===== config.mk =====
export PLATFORM = sky130hd
export DESIGN_NAME = nimh_charge_sequencer_top
export DESIGN_NICKNAME = d
export VERILOG_FILES = /design/src/hdl/ncs_pkg.sv /design/src/hdl/ncs_cfg_regs.sv /design/src/hdl/ncs_debounce.sv /design/src/hdl/ncs_phase.sv /design/src/hdl/nimh_charge_sequencer_top.sv
export SDC_FILE = /design/constraint.sdc
export NUM_CORES = 1
export LEC_CHECK = 0
export ABC_CLOCK_PERIOD_IN_PS = 12000
export BUFFER_PORTS_ARGS = -buffer_cell sky130_fd_sc_hd__buf_2
export CORE_ASPECT_RATIO = 0.5
export CORE_MARGIN = 8
export CORE_UTILIZATION = 61
export CTS_CLUSTER_DIAMETER = 30
export DETAILED_ROUTE_END_ITERATION = 6
export HOLD_SLACK_MARGIN = 0.06
export PLACE_DENSITY_LB_ADDON = 0.1
export SYNTH_ARGS = -nofsm -noshare
export SYNTH_HDL_FRONTEND = slang
export SYNTH_SLANG_ARGS = --single-unit

===== constraint.sdc =====
create_clock -name clk -period 12 [get_ports clk]
set_input_delay 1.8 -clock clk [delete_from_list [all_inputs] [get_ports clk]]
set_output_delay 1.8 -clock clk [all_outputs]
set_load 0.005 [all_outputs]

===== src/hdl/ncs_pkg.sv =====
// ---------------------------------------------------------------------------
// NiMH charge sequencer package
// Shared constants, register codes, phase type and item structures.
// ---------------------------------------------------------------------------
package ncs_pkg;

  // Time base
  localparam int TICKS_PER_SECOND   = 1000;
  localparam int SECONDS_PER_MINUTE = 60;
  localparam int MS_W  = (TICKS_PER_SECOND > 1) ? $clog2(TICKS_PER_SECOND) : 1;
  localparam int SEC_W = (SECONDS_PER_MINUTE > 1) ? $clog2(SECONDS_PER_MINUTE) : 1;

  // Field widths
  localparam int MV_W    = 16;
  localparam int LIMIT_W = 4;
  localparam int MIN_W   = 7;
  localparam int POS_W   = 10;
  localparam int CFG_W   = 16;
  localparam int IDX_W   = 3;

  // Register reset values
  localparam logic [MV_W-1:0]    RST_PLUG_THRESHOLD = 16'd12000;
  localparam logic [LIMIT_W-1:0] RST_PLUG_LIMIT     = 4'd2;
  localparam logic [LIMIT_W-1:0] RST_UNPLUG_LIMIT   = 4'd6;
  localparam logic [MIN_W-1:0]   RST_TRICKLE_MIN    = 7'd5;
  localparam logic [MIN_W-1:0]   RST_BULK_MIN       = 7'd85;
  localparam logic [POS_W-1:0]   RST_PULSE_ON       = 10'd40;
  localparam logic [POS_W-1:0]   RST_LED_SPLIT      = 10'd500;

  // Run counters saturate here
  localparam logic [LIMIT_W-1:0] RUN_MAX = '1;

  typedef enum logic [IDX_W-1:0] {
    CFG_PLUG_THRESHOLD = 3'd0,
    CFG_PLUG_LIMIT     = 3'd1,
    CFG_UNPLUG_LIMIT   = 3'd2,
    CFG_TRICKLE_MIN    = 3'd3,
    CFG_BULK_MIN       = 3'd4,
    CFG_PULSE_ON       = 3'd5,
    CFG_LED_SPLIT      = 3'd6
  } ncs_cfg_idx_t;

  typedef enum logic [1:0] {
    PH_IDLE    = 2'd0,
    PH_TRICKLE = 2'd1,
    PH_BULK    = 2'd2
  } ncs_phase_t;

  typedef struct packed {
    logic [MV_W-1:0]    plug_threshold_mv;
    logic [LIMIT_W-1:0] plug_count_limit;
    logic [LIMIT_W-1:0] unplug_count_limit;
    logic [MIN_W-1:0]   trickle_minutes;
    logic [MIN_W-1:0]   bulk_minutes;
    logic [POS_W-1:0]   pulse_on_ms;
    logic [POS_W-1:0]   led_split_ms;
  } ncs_cfg_t;

  typedef struct packed {
    logic            func;
    logic [MV_W-1:0] voltage_mv;
    logic            sample_valid;
    logic            download_active;
  } ncs_item_t;

  typedef struct packed {
    logic charger_on;
    logic led1_on;
    logic led2_on;
    logic charging;
    logic plugged;
    logic charge_done;
  } ncs_result_t;

endpackage


===== src/hdl/ncs_cfg_regs.sv =====
// ---------------------------------------------------------------------------
// Configuration registers
// Seven write-only registers, written by index, loaded with defaults on reset.
// ---------------------------------------------------------------------------
module ncs_cfg_regs (
  input  logic                      clk,
  input  logic                      rst,
  input  logic                      cfg_write,
  input  logic [ncs_pkg::IDX_W-1:0] cfg_index,
  input  logic [ncs_pkg::CFG_W-1:0] cfg_data,
  output ncs_pkg::ncs_cfg_t         cfg
);

  ncs_pkg::ncs_cfg_t regs;

  // Load defaults, then take writes by index; unknown indexes drop
  always_ff @(posedge clk) begin
    if (rst) begin
      regs.plug_threshold_mv  <= ncs_pkg::RST_PLUG_THRESHOLD;
      regs.plug_count_limit   <= ncs_pkg::RST_PLUG_LIMIT;
      regs.unplug_count_limit <= ncs_pkg::RST_UNPLUG_LIMIT;
      regs.trickle_minutes    <= ncs_pkg::RST_TRICKLE_MIN;
      regs.bulk_minutes       <= ncs_pkg::RST_BULK_MIN;
      regs.pulse_on_ms        <= ncs_pkg::RST_PULSE_ON;
      regs.led_split_ms       <= ncs_pkg::RST_LED_SPLIT;
    end else if (cfg_write) begin
      unique case (ncs_pkg::ncs_cfg_idx_t'(cfg_index))
        ncs_pkg::CFG_PLUG_THRESHOLD: regs.plug_threshold_mv <= cfg_data;
        ncs_pkg::CFG_PLUG_LIMIT:
          regs.plug_count_limit <= cfg_data[ncs_pkg::LIMIT_W-1:0];
        ncs_pkg::CFG_UNPLUG_LIMIT:
          regs.unplug_count_limit <= cfg_data[ncs_pkg::LIMIT_W-1:0];
        ncs_pkg::CFG_TRICKLE_MIN:
          regs.trickle_minutes <= cfg_data[ncs_pkg::MIN_W-1:0];
        ncs_pkg::CFG_BULK_MIN:
          regs.bulk_minutes <= cfg_data[ncs_pkg::MIN_W-1:0];
        ncs_pkg::CFG_PULSE_ON:
          regs.pulse_on_ms <= cfg_data[ncs_pkg::POS_W-1:0];
        ncs_pkg::CFG_LED_SPLIT:
          regs.led_split_ms <= cfg_data[ncs_pkg::POS_W-1:0];
        default: ;
      endcase
    end
  end

  assign cfg = regs;

endmodule


===== src/hdl/ncs_debounce.sv =====
// ---------------------------------------------------------------------------
// Supply debounce
// Counts good and bad voltage samples and flips the supply-present flag
// once a run passes its limit.
// ---------------------------------------------------------------------------
module ncs_debounce (
  input  logic                       clk,
  input  logic                       rst,
  input  logic                       advance,
  input  ncs_pkg::ncs_item_t         item,
  input  ncs_pkg::ncs_cfg_t          cfg,
  output logic                       supply_next
);

  logic                        supply_present;
  logic [ncs_pkg::LIMIT_W-1:0] good_run;
  logic [ncs_pkg::LIMIT_W-1:0] bad_run;
  logic                        supply_present_next;
  logic [ncs_pkg::LIMIT_W-1:0] good_run_next;
  logic [ncs_pkg::LIMIT_W-1:0] bad_run_next;
  logic                        take;
  logic                        good;
  logic [ncs_pkg::LIMIT_W-1:0] good_inc;
  logic [ncs_pkg::LIMIT_W-1:0] bad_inc;

  // Only ticks with a fresh sample outside download are debounced
  assign take     = !item.func && item.sample_valid && !item.download_active;
  assign good     = item.voltage_mv >= cfg.plug_threshold_mv;
  assign good_inc = (good_run == ncs_pkg::RUN_MAX) ? good_run : good_run + 1'b1;
  assign bad_inc  = (bad_run == ncs_pkg::RUN_MAX) ? bad_run : bad_run + 1'b1;

  // Update the runs and trip the flag
  always_comb begin
    supply_present_next = supply_present;
    good_run_next       = good_run;
    bad_run_next        = bad_run;
    if (take) begin
      if (supply_present) begin
        bad_run_next = good ? '0 : bad_inc;
        if (bad_run_next > cfg.unplug_count_limit) begin
          supply_present_next = 1'b0;
          bad_run_next        = '0;
        end
      end else begin
        if (good) begin
          bad_run_next  = '0;
          good_run_next = good_inc;
        end else begin
          good_run_next = '0;
        end
        if (good_run_next > cfg.plug_count_limit) begin
          supply_present_next = 1'b1;
          good_run_next       = '0;
        end
      end
    end
  end

  always_ff @(posedge clk) begin
    if (rst) begin
      supply_present <= 1'b0;
      good_run       <= '0;
      bad_run        <= '0;
    end else if (advance) begin
      supply_present <= supply_present_next;
      good_run       <= good_run_next;
      bad_run        <= bad_run_next;
    end
  end

  assign supply_next = supply_present_next;

endmodule


===== src/hdl/ncs_phase.sv =====
// ---------------------------------------------------------------------------
// Charge phase sequencer
// Runs idle, trickle and bulk phases on millisecond, second and minute
// counters and forms the result of each item.
// ---------------------------------------------------------------------------
module ncs_phase (
  input  logic                clk,
  input  logic                rst,
  input  logic                advance,
  input  ncs_pkg::ncs_item_t  item,
  input  ncs_pkg::ncs_cfg_t   cfg,
  input  logic                supply_next,
  output ncs_pkg::ncs_result_t result
);

  localparam logic [ncs_pkg::MS_W:0]  MS_WRAP  = (ncs_pkg::MS_W+1)'(ncs_pkg::TICKS_PER_SECOND);
  localparam logic [ncs_pkg::SEC_W:0] SEC_WRAP =
    (ncs_pkg::SEC_W+1)'(ncs_pkg::SECONDS_PER_MINUTE);

  ncs_pkg::ncs_phase_t        phase;
  ncs_pkg::ncs_phase_t        phase_next;
  logic [ncs_pkg::MS_W-1:0]   ms_in_second;
  logic [ncs_pkg::MS_W-1:0]   ms_in_second_next;
  logic [ncs_pkg::SEC_W-1:0]  seconds_in_minute;
  logic [ncs_pkg::SEC_W-1:0]  seconds_in_minute_next;
  logic [ncs_pkg::MIN_W-1:0]  minutes_left;
  logic [ncs_pkg::MIN_W-1:0]  minutes_left_next;
  logic                       done;
  logic [ncs_pkg::MS_W:0]     ms_inc;
  logic [ncs_pkg::SEC_W:0]    sec_inc;
  logic [ncs_pkg::MIN_W-1:0]  min_dec;
  logic [ncs_pkg::POS_W-1:0]  pos;

  assign ms_inc  = {1'b0, ms_in_second} + 1'b1;
  assign sec_inc = {1'b0, seconds_in_minute} + 1'b1;
  assign min_dec = (minutes_left != '0) ? minutes_left - 1'b1 : minutes_left;

  // Next phase and timer state
  always_comb begin
    phase_next             = phase;
    ms_in_second_next      = ms_in_second;
    seconds_in_minute_next = seconds_in_minute;
    minutes_left_next      = minutes_left;
    done                   = 1'b0;
    if (item.func) begin
      // Start: only from idle with supply present
      if (phase == ncs_pkg::PH_IDLE && supply_next) begin
        ms_in_second_next      = '0;
        seconds_in_minute_next = '0;
        if (cfg.trickle_minutes != '0) begin
          phase_next        = ncs_pkg::PH_TRICKLE;
          minutes_left_next = cfg.trickle_minutes;
        end else if (cfg.bulk_minutes != '0) begin
          phase_next        = ncs_pkg::PH_BULK;
          minutes_left_next = cfg.bulk_minutes;
        end else begin
          phase_next        = ncs_pkg::PH_IDLE;
          minutes_left_next = '0;
          done              = 1'b1;
        end
      end
    end else if (phase != ncs_pkg::PH_IDLE && !supply_next) begin
      // Supply lost: abort
      phase_next             = ncs_pkg::PH_IDLE;
      minutes_left_next      = '0;
      ms_in_second_next      = '0;
      seconds_in_minute_next = '0;
      done                   = 1'b1;
    end else if (phase != ncs_pkg::PH_IDLE) begin
      // Advance the time base
      ms_in_second_next = ms_inc[ncs_pkg::MS_W-1:0];
      if (ms_inc >= MS_WRAP) begin
        ms_in_second_next      = '0;
        seconds_in_minute_next = sec_inc[ncs_pkg::SEC_W-1:0];
        if (sec_inc >= SEC_WRAP) begin
          seconds_in_minute_next = '0;
          minutes_left_next      = min_dec;
          if (min_dec == '0) begin
            if (phase == ncs_pkg::PH_TRICKLE && cfg.bulk_minutes != '0) begin
              phase_next        = ncs_pkg::PH_BULK;
              minutes_left_next = cfg.bulk_minutes;
            end else begin
              phase_next        = ncs_pkg::PH_IDLE;
              minutes_left_next = '0;
              done              = 1'b1;
            end
          end
        end
      end
    end
  end

  // Outputs use the ms position held before this item; it is zero in idle
  assign pos = ncs_pkg::POS_W'(ms_in_second);

  always_comb begin
    result.charger_on  = 1'b0;
    result.led1_on     = 1'b0;
    result.led2_on     = 1'b0;
    result.charging    = phase_next != ncs_pkg::PH_IDLE;
    result.plugged     = supply_next;
    result.charge_done = done;
    unique case (phase_next)
      ncs_pkg::PH_TRICKLE: begin
        result.charger_on = pos < cfg.pulse_on_ms;
        result.led1_on    = pos < cfg.led_split_ms;
      end
      ncs_pkg::PH_BULK: begin
        result.charger_on = 1'b1;
        result.led1_on    = pos > cfg.led_split_ms;
      end
      default: ;
    endcase
  end

  always_ff @(posedge clk) begin
    if (rst) begin
      phase             <= ncs_pkg::PH_IDLE;
      ms_in_second      <= '0;
      seconds_in_minute <= '0;
      minutes_left      <= '0;
    end else if (advance) begin
      phase             <= phase_next;
      ms_in_second      <= ms_in_second_next;
      seconds_in_minute <= seconds_in_minute_next;
      minutes_left      <= minutes_left_next;
    end
  end

endmodule


===== src/hdl/nimh_charge_sequencer_top.sv =====
// ---------------------------------------------------------------------------
// NiMH charge sequencer, top level
// Debounced supply detection and a timed trickle/bulk charge sequence,
// driven by millisecond ticks and start commands.
//
//   channel | handshake           | payload
//   --------+---------------------+---------------------------------------
//   in      | in_valid/in_ready   | func, voltage_mv, sample_valid,
//           |                     | download_active
//   out     | out_valid/out_ready | charger_on, led1_on, led2_on,
//           |                     | charging, plugged, charge_done
//   cfg     | cfg_write           | cfg_index, cfg_data
//
// One item per cycle while the result is not stalled; an accepted item's result
// is presented after it passes the input register, then the result register.
// Sequencer and debounce state update when an item moves from the input
// register into the result register; that step sets the rate.
// A stalled result holds the result register; the input register still takes
// one more item and then in_ready drops.
// Synchronous reset clears state and loads register defaults.
// ---------------------------------------------------------------------------
module nimh_charge_sequencer_top (
  input  logic                        clk,
  input  logic                        rst,
  input  logic                        in_valid,
  output logic                        in_ready,
  input  logic                        func,
  input  logic [ncs_pkg::MV_W-1:0]    voltage_mv,
  input  logic                        sample_valid,
  input  logic                        download_active,
  output logic                        out_valid,
  input  logic                        out_ready,
  output logic                        charger_on,
  output logic                        led1_on,
  output logic                        led2_on,
  output logic                        charging,
  output logic                        plugged,
  output logic                        charge_done,
  input  logic                        cfg_write,
  input  logic [ncs_pkg::IDX_W-1:0]   cfg_index,
  input  logic [ncs_pkg::CFG_W-1:0]   cfg_data
);

  ncs_pkg::ncs_cfg_t    cfg;
  ncs_pkg::ncs_item_t   item;
  logic                 item_valid;
  ncs_pkg::ncs_result_t result_comb;
  ncs_pkg::ncs_result_t result;
  logic                 advance;
  logic                 supply_next;

  // Move an item forward when the result register is free or drains
  assign advance  = item_valid && (!out_valid || out_ready);
  assign in_ready = !item_valid || advance;

  ncs_cfg_regs u_cfg (
    .clk       (clk),
    .rst       (rst),
    .cfg_write (cfg_write),
    .cfg_index (cfg_index),
    .cfg_data  (cfg_data),
    .cfg       (cfg)
  );

  // Input register
  always_ff @(posedge clk) begin
    if (rst) begin
      item_valid <= 1'b0;
    end else if (in_ready) begin
      item_valid <= in_valid;
    end
  end

  always_ff @(posedge clk) begin
    if (in_valid && in_ready) begin
      item.func            <= func;
      item.voltage_mv      <= voltage_mv;
      item.sample_valid    <= sample_valid;
      item.download_active <= download_active;
    end
  end

  ncs_debounce u_debounce (
    .clk         (clk),
    .rst         (rst),
    .advance     (advance),
    .item        (item),
    .cfg         (cfg),
    .supply_next (supply_next)
  );

  ncs_phase u_phase (
    .clk         (clk),
    .rst         (rst),
    .advance     (advance),
    .item        (item),
    .cfg         (cfg),
    .supply_next (supply_next),
    .result      (result_comb)
  );

  // Result register
  always_ff @(posedge clk) begin
    if (rst) begin
      out_valid <= 1'b0;
    end else if (advance) begin
      out_valid <= 1'b1;
    end else if (out_ready) begin
      out_valid <= 1'b0;
    end
  end

  always_ff @(posedge clk) begin
    if (advance) begin
      result <= result_comb;
    end
  end

  assign charger_on  = result.charger_on;
  assign led1_on     = result.led1_on;
  assign led2_on     = result.led2_on;
  assign charging    = result.charging;
  assign plugged     = result.plugged;
  assign charge_done = result.charge_done;

endmodule


# After elaboration in Yosys (flattened, before gate mapping)
# Index checks and enable logic that the tools add are counted.
# Widths: inputs -> output; s select.
[totals]
reg_bits = 118
input_bits = 43
out_inout_bits = 8
wordCells = 149
[op_classes]
n_addsub = 5
order_cmp = 8
eq_ne = 12
mux = 59
n_bitwise = 1
n_reduce_logical = 39
[op_table]
columns = ["op", "count"]
rows = [
  ["$mux 7", 11],
  ["$mux 10", 5],
  ["$mux 4", 10],
  ["$mux 6", 6],
  ["$reduce_bool 7->1", 3],
  ["$lt 10x10->1", 2],
  ["$mux 2", 10],
  ["$ge 16x16->1", 1],
  ["$mux 1", 16],
  ["$reduce_and 2->1", 7],
  ["$add 10x1->11 const B", 1],
  ["$ge 11x10->1 const B", 1],
  ["$gt 10x10->1", 1],
  ["$eq 3x3->1 const B", 3],
  ["$reduce_and 3->1", 3],
  ["$reduce_bool 3->1", 3],
  ["$add 4x1->4 const B", 2],
  ["$eq 4x4->1 const B", 2],
  ["$gt 4x4->1", 2],
  ["$reduce_bool 2->1", 4],
  ["$add 6x1->7 const B", 1],
  ["$ge 7x6->1 const B", 1],
  ["$logic_and 1x1->1", 7],
  ["$logic_not 7->1", 1],
  ["14 further kinds", 21],
]

# Logic depth before layout (Yosys ltp)
[depth]
word_depth = 15
mapped_depth = 22
mapped_depth_nobuf = 21

# Hierarchy
# From an unflattened synthesis, not the netlist that was laid out.
[hier_totals]
cells_unflattened = 751
area_unflattened_um2 = 6897.9
[by_module_without_submodules]
columns = ["mod", "instances", "cells_per_inst", "area_each_um2"]
rows = [
  ["ncs_phase", 1, 326, 2441.1],
  ["ncs_cfg_regs", 1, 232, 2393.5],
  ["ncs_debounce", 1, 158, 1208.7],
  ["nimh_charge_sequencer_top", 1, 35, 854.6],
]

# Worst setup path after synthesis
# Ideal clock, no wire load.
[synth_timing]
path_kind = "register to register"
start = "reg item[2] (netlist name)"
end = "reg result (netlist bit charger_on), data pin"
setup_ns = 0.272
t_arrival_ns = 3.646
t_required_ns = 11.728
path_slack_ns = 8.083
stages_incl_launch_ff = 23
n_path_buf = 1
path_cell_list = "edfxtp_1 > inv_1 > ha_1 > nand2b_1 > a21o_1 > a211oi_1 > o21ai_0 > a21o_1 > clkbuf_1 > o211a_1 > ha_1 > o21ai_0 > a21oi_1 > o31a_1 > nand2_1 > inv_1 > o211a_1 > a211oi_1 > inv_1 > ha_1 > nor2b_1 > o21ai_0 > a41oi_1"
[synth_rtl]
columns = ["element", "line", "rtl"]
rows = [
  ["end signal, assigned", "nimh_charge_sequencer_top.sv:115", "result <= result_comb;"],
  ["end, declared", "nimh_charge_sequencer_top.sv:48", "ncs_pkg::ncs_result_t result;"],
]

==> results.md <==
- The post-synthesis share of cell area spent on xor and xnor gates is 0.8155%.
- The post-synth net total is 836.
- In this run the tightest slew margin relative to its limit is 35.50%.
- The post-synthesis sequential area ratio is 40.39%.
- Clock-pin slew was measured on the worst setup and hold paths at 0.06 ns.
- The worst vdd rail ir drop is 122.1 uV.
- The startpoint of the most critical register-to-register path is u_cfg.cfg[46].
- The highest clock frequency the design can meet is 0.2194 GHz.
- The number of core rows is 26.
- The post-detailed-route count of antenna-violating nets is 0.
- The number of flops mapped to enable cells by yosys is 24.
- The synthesized netlist devotes 10.10% of its cell area to adder and majority cells.
- The first global-routing pass estimated 25.68 mm of wire.
- The number of global-route vias before repair is 5304.
- The cell count after placement is 908.
- The clock latency at the later pin of the worst-skew pair is 0.41 ns.
- The global placer's final weighted congestion is 0.8880.
- The final route contains 5662 vias.
- The total wirelength of the detailed-routed design is 15.70 mm.
- The worst clock skew on the final layout is 0.008582 ns.
- Synthesis handed over a netlist of 741 instances.
- The first element of the critical path is u_cfg.cfg[46].
- For the worst setup path, the data required time is 12.14 ns.
- The max-cap violation count is 0.
- Adding up every negative setup slack in the final design gives 0 ns.
- The multi-input combinational cell area is 3516 um2.
- The internal power of the cells is 769.9 uW.
- The portion of total power attributed to combinational logic is 7.9%.
- In this run the most critical hold path is launched from u_cfg.cfg[57].
- The primary flip-flop cell chosen by synthesis mapping is dfxtp_1.
- The most common cell after layout, fill and taps aside is nand2_1.
- The overflow left after global routing is 0.
- The synthesized design contains 118 register bits.
- STA classifies the critical path endpoint as a flip-flop.
- The number of antenna diodes in the final layout is 0.
- The die is 88.68 um tall.
- TritonCTS built the clock tree.
- The fraction of synthesis flops using an asynchronous set or reset pin is 0%.
- The initial antenna violation count is 0.
- The data arrival time of the critical path is 4.70 ns.
- The share of cell area taken by muxes after synthesis is 3.631%.
- The kind of launch point of the worst setup path is a flip-flop.
- Fill cells in the final layout number 771.
- The total of buffers placed on input and output ports is 49.
- The floorplan step defined a die boundary enclosing 14310 um2.
- The number of nets in the finished design is 882.
- The routed length per instance is 16.70 um.
- The number of distinct library cell variants in the gate-level netlist after synthesis is 69.
- The worst-case clock buffer depth is 2.
- By area, the combinational part of the netlist is dominated by simple AND/OR/NAND/NOR gates.
- The total global-route track usage is 22.33%.
- The boundary pin count is 51.
- The per-instance average area after synthesis is 8.696 um2.
- The library cells used most frequently in the layout, excluding fill and tap cells, are 103 x nand2_1, 94 x dfxtp_1, 59 x a21oi_1.
- The detailed placer's ending HPWL is 11.10 mm.
- The number of warnings issued by yosys is 0.
- Across the whole layout, storage elements account for 2603 um2.
- Summing the areas of all compound-gate instances in the mapped netlist gives 18.87% of the synthesized area.
- Buffers added to address setup during post-CTS repair amount to 0.
- The area share of and/or/nand/nor cells after synthesis is 21.01%.
- For this configuration, the core starts out at a cell density of 62.88%.
- For this run, the number of standard cells in the final layout without fillers is 940.
- Dividing the final minimum period by the clock period gives 37.99%.
- The pre-antenna-repair detailed-routing pass consisted of 5 iterations.
- The switching power is 250.4 uW.
- In this run switching power makes up 24.54% of total power.
- The number of DRC violations after detailed routing is 0.
- The number of hold buffers added after CTS was 0.
- The worst setup path is of the reg -> reg kind.
- The quantity of gates resized following cts is 0.
- The hold violation total from the final report came to 0.
- The maximum net fanout on the critical path is 15.
- The flow ran to the end, and the final reports show no timing, DRC or antenna violations.
- Setup repair after global routing left no endpoint under its margin.
- The die span in x is 161.4 um.
- The count of pins over their slew limit was 0.
- The power per standard cell area is 137.6 nW/um2.
- The placeable core region is 10250 um2.
- The CTS H-tree depth is 4.
- The cell area that synthesis handed to floorplanning was 6444 um2.
- Setup violations remaining at the end of the flow were counted as 0.
- Cells with a size suffix above 1 make up 12.75% of the layout.
- The clock network is responsible for 50.5% of the overall power.
- The clock tree root driver cell is clkbuf_16.
- Entering global routing, the biggest net connects 52 pins.
- The number of clock buffers added by TritonCTS is 17.
- In this run the worst hold path is classified as reg -> reg.
- The violation count after the first detailed-routing iteration is 473.
- The via density per instance is 6.023.
- The static leakage is 0.003068 uW.
- The minimum period implied by the final worst setup slack is 4.559 ns.
- In this run, flip-flops and latches consume 41.6% of the power.
- The number of clock sinks seen by CTS is 118.
- The layout overhead on the synthesized area is 15.03%.
- For the pin with the worst max-slew slack, the measured transition is 0.9616 ns.
-- registers in the layout, summed over array words and instances, names as in the netlist, 2 cells and up --
| signal | flops |
|---|---|
| u_phase.seconds_in_minute | 6 |
| item | 19 |
| u_phase.minutes_left | 7 |
| u_phase.phase | 2 |
| u_cfg.cfg | 58 |
| u_phase.ms_in_second | 10 |
| u_debounce.good_run | 4 |
| u_debounce.bad_run | 4 |
-- final timing paths --
kind / endpoint / slack (ns) / cells after the start
max reg2reg: charger_on / 7.44 / 20
max: charger_on / 7.44 / 20
min: u_cfg.cfg[57] / 0.46 / 2
min reg2reg: u_cfg.cfg[57] / 0.46 / 2
-- cell families (layout without fill, tap and decap cells) --
kind of cell	after synthesis	in the layout
AO/OA/AOI/OAI	182	182
buffers and inverters	84	143
XOR/XNOR	6	6
AND/OR/NAND/NOR	275	275
flip-flops	118	118
multiplexers	23	23
other	1	1
adder cells (fa/ha/maj)	52	52
-- per-layer routing --
metal  vias up  part of all wire, %  track usage [%]
met1      2653                   48            30.06
met3        27                  6.5            4.410
met2       218                   44            35.76
met4         0                  1.5            7.089
li1       2764                    -                -
met5         -                    0                0
-- cell type report --
type                       count  area share [%]
sequential                   118           35.11
clock inverter                12           1.536
timing repair buffer          56           4.018
clock buffer                  20           6.752
multi-input combinational    539           47.43
inverter                      55           2.785
tap                          140           2.363
-- cells in the mapped netlist (4+ instances only) --
cell type  instances  area, um2
a211oi_1           6      45.04
a21o_1            20      150.1
a21oi_1           59      295.3
a311oi_1           7      61.31
a31oi_1            9      56.30
and2_1             6      37.54
and3_1             8      50.05
clkbuf_1          21      78.83
dfxtp_1           94       1882
edfxtp_1          24      720.7
ha_1              52      650.6
inv_1             54      202.7
mux2i_1           20      200.2
nand2_1          103      386.6
nand2b_1           9      56.30
nand3_1           22      110.1
nand3b_1           8      60.06
nand4_1           10      62.56
nor2_1            58      217.7
nor2b_1            9      56.30
nor3_1             9      45.04
nor4_1             8      50.05
o211ai_1          20      150.1
o21ai_0           23      115.1
o31ai_1            5      37.54
or3_1              5      31.28
or4_1              4      30.03
xor2_1             4      35.03
-- power groups by stage --
stage | Clock (uW) | Combinational (uW) | Sequential, uW
floorplan | 0 | 52.6 | 429
global placement | 0 | 76.7 | 432
global route | 535 | 89.7 | 425
finish | 515 | 80.9 | 424
detailed placement | 0 | 78.7 | 433
CTS | 516 | 79.9 | 424
-- metrics by stage --
stage          hold slack [ns]  setup WS [ns]  cell area [um2]  power [uW]  util (%)
3_5_place_dp            0.4469          7.526             6798       511.3     66.34
3_3_place_gp            0.4437          7.766             6798       508.9     66.34
6_report                0.4561          7.441             7412        1020     72.33
5_1_grt                 0.4663          7.058             7412        1050     72.33
2_1_floorplan           0.4363          8.083             6444       482.0         -
4_1_cts                 0.4552          7.446             7412        1021     72.33
-- worst max-delay path, stage by stage, from the launching register on --
cell	delay, ns
dfxtp_1	0.33
inv_1	0.05
ha_1	0.20
or3_1	0.38
a211oi_1	0.23
o21ai_0	0.14
a21o_1	0.35
nor3_1	0.34
ha_1	0.32
nand4_1	0.14
nand3_1	0.09
a21o_1	0.21
nand2_1	0.12
inv_1	0.09
o211a_1	0.11
a211oi_1	0.45
inv_1	0.10
ha_1	0.26
nor2b_1	0.14
o21ai_0	0.16
a41oi_1	0.06
(Power assumes the default switching activity.)
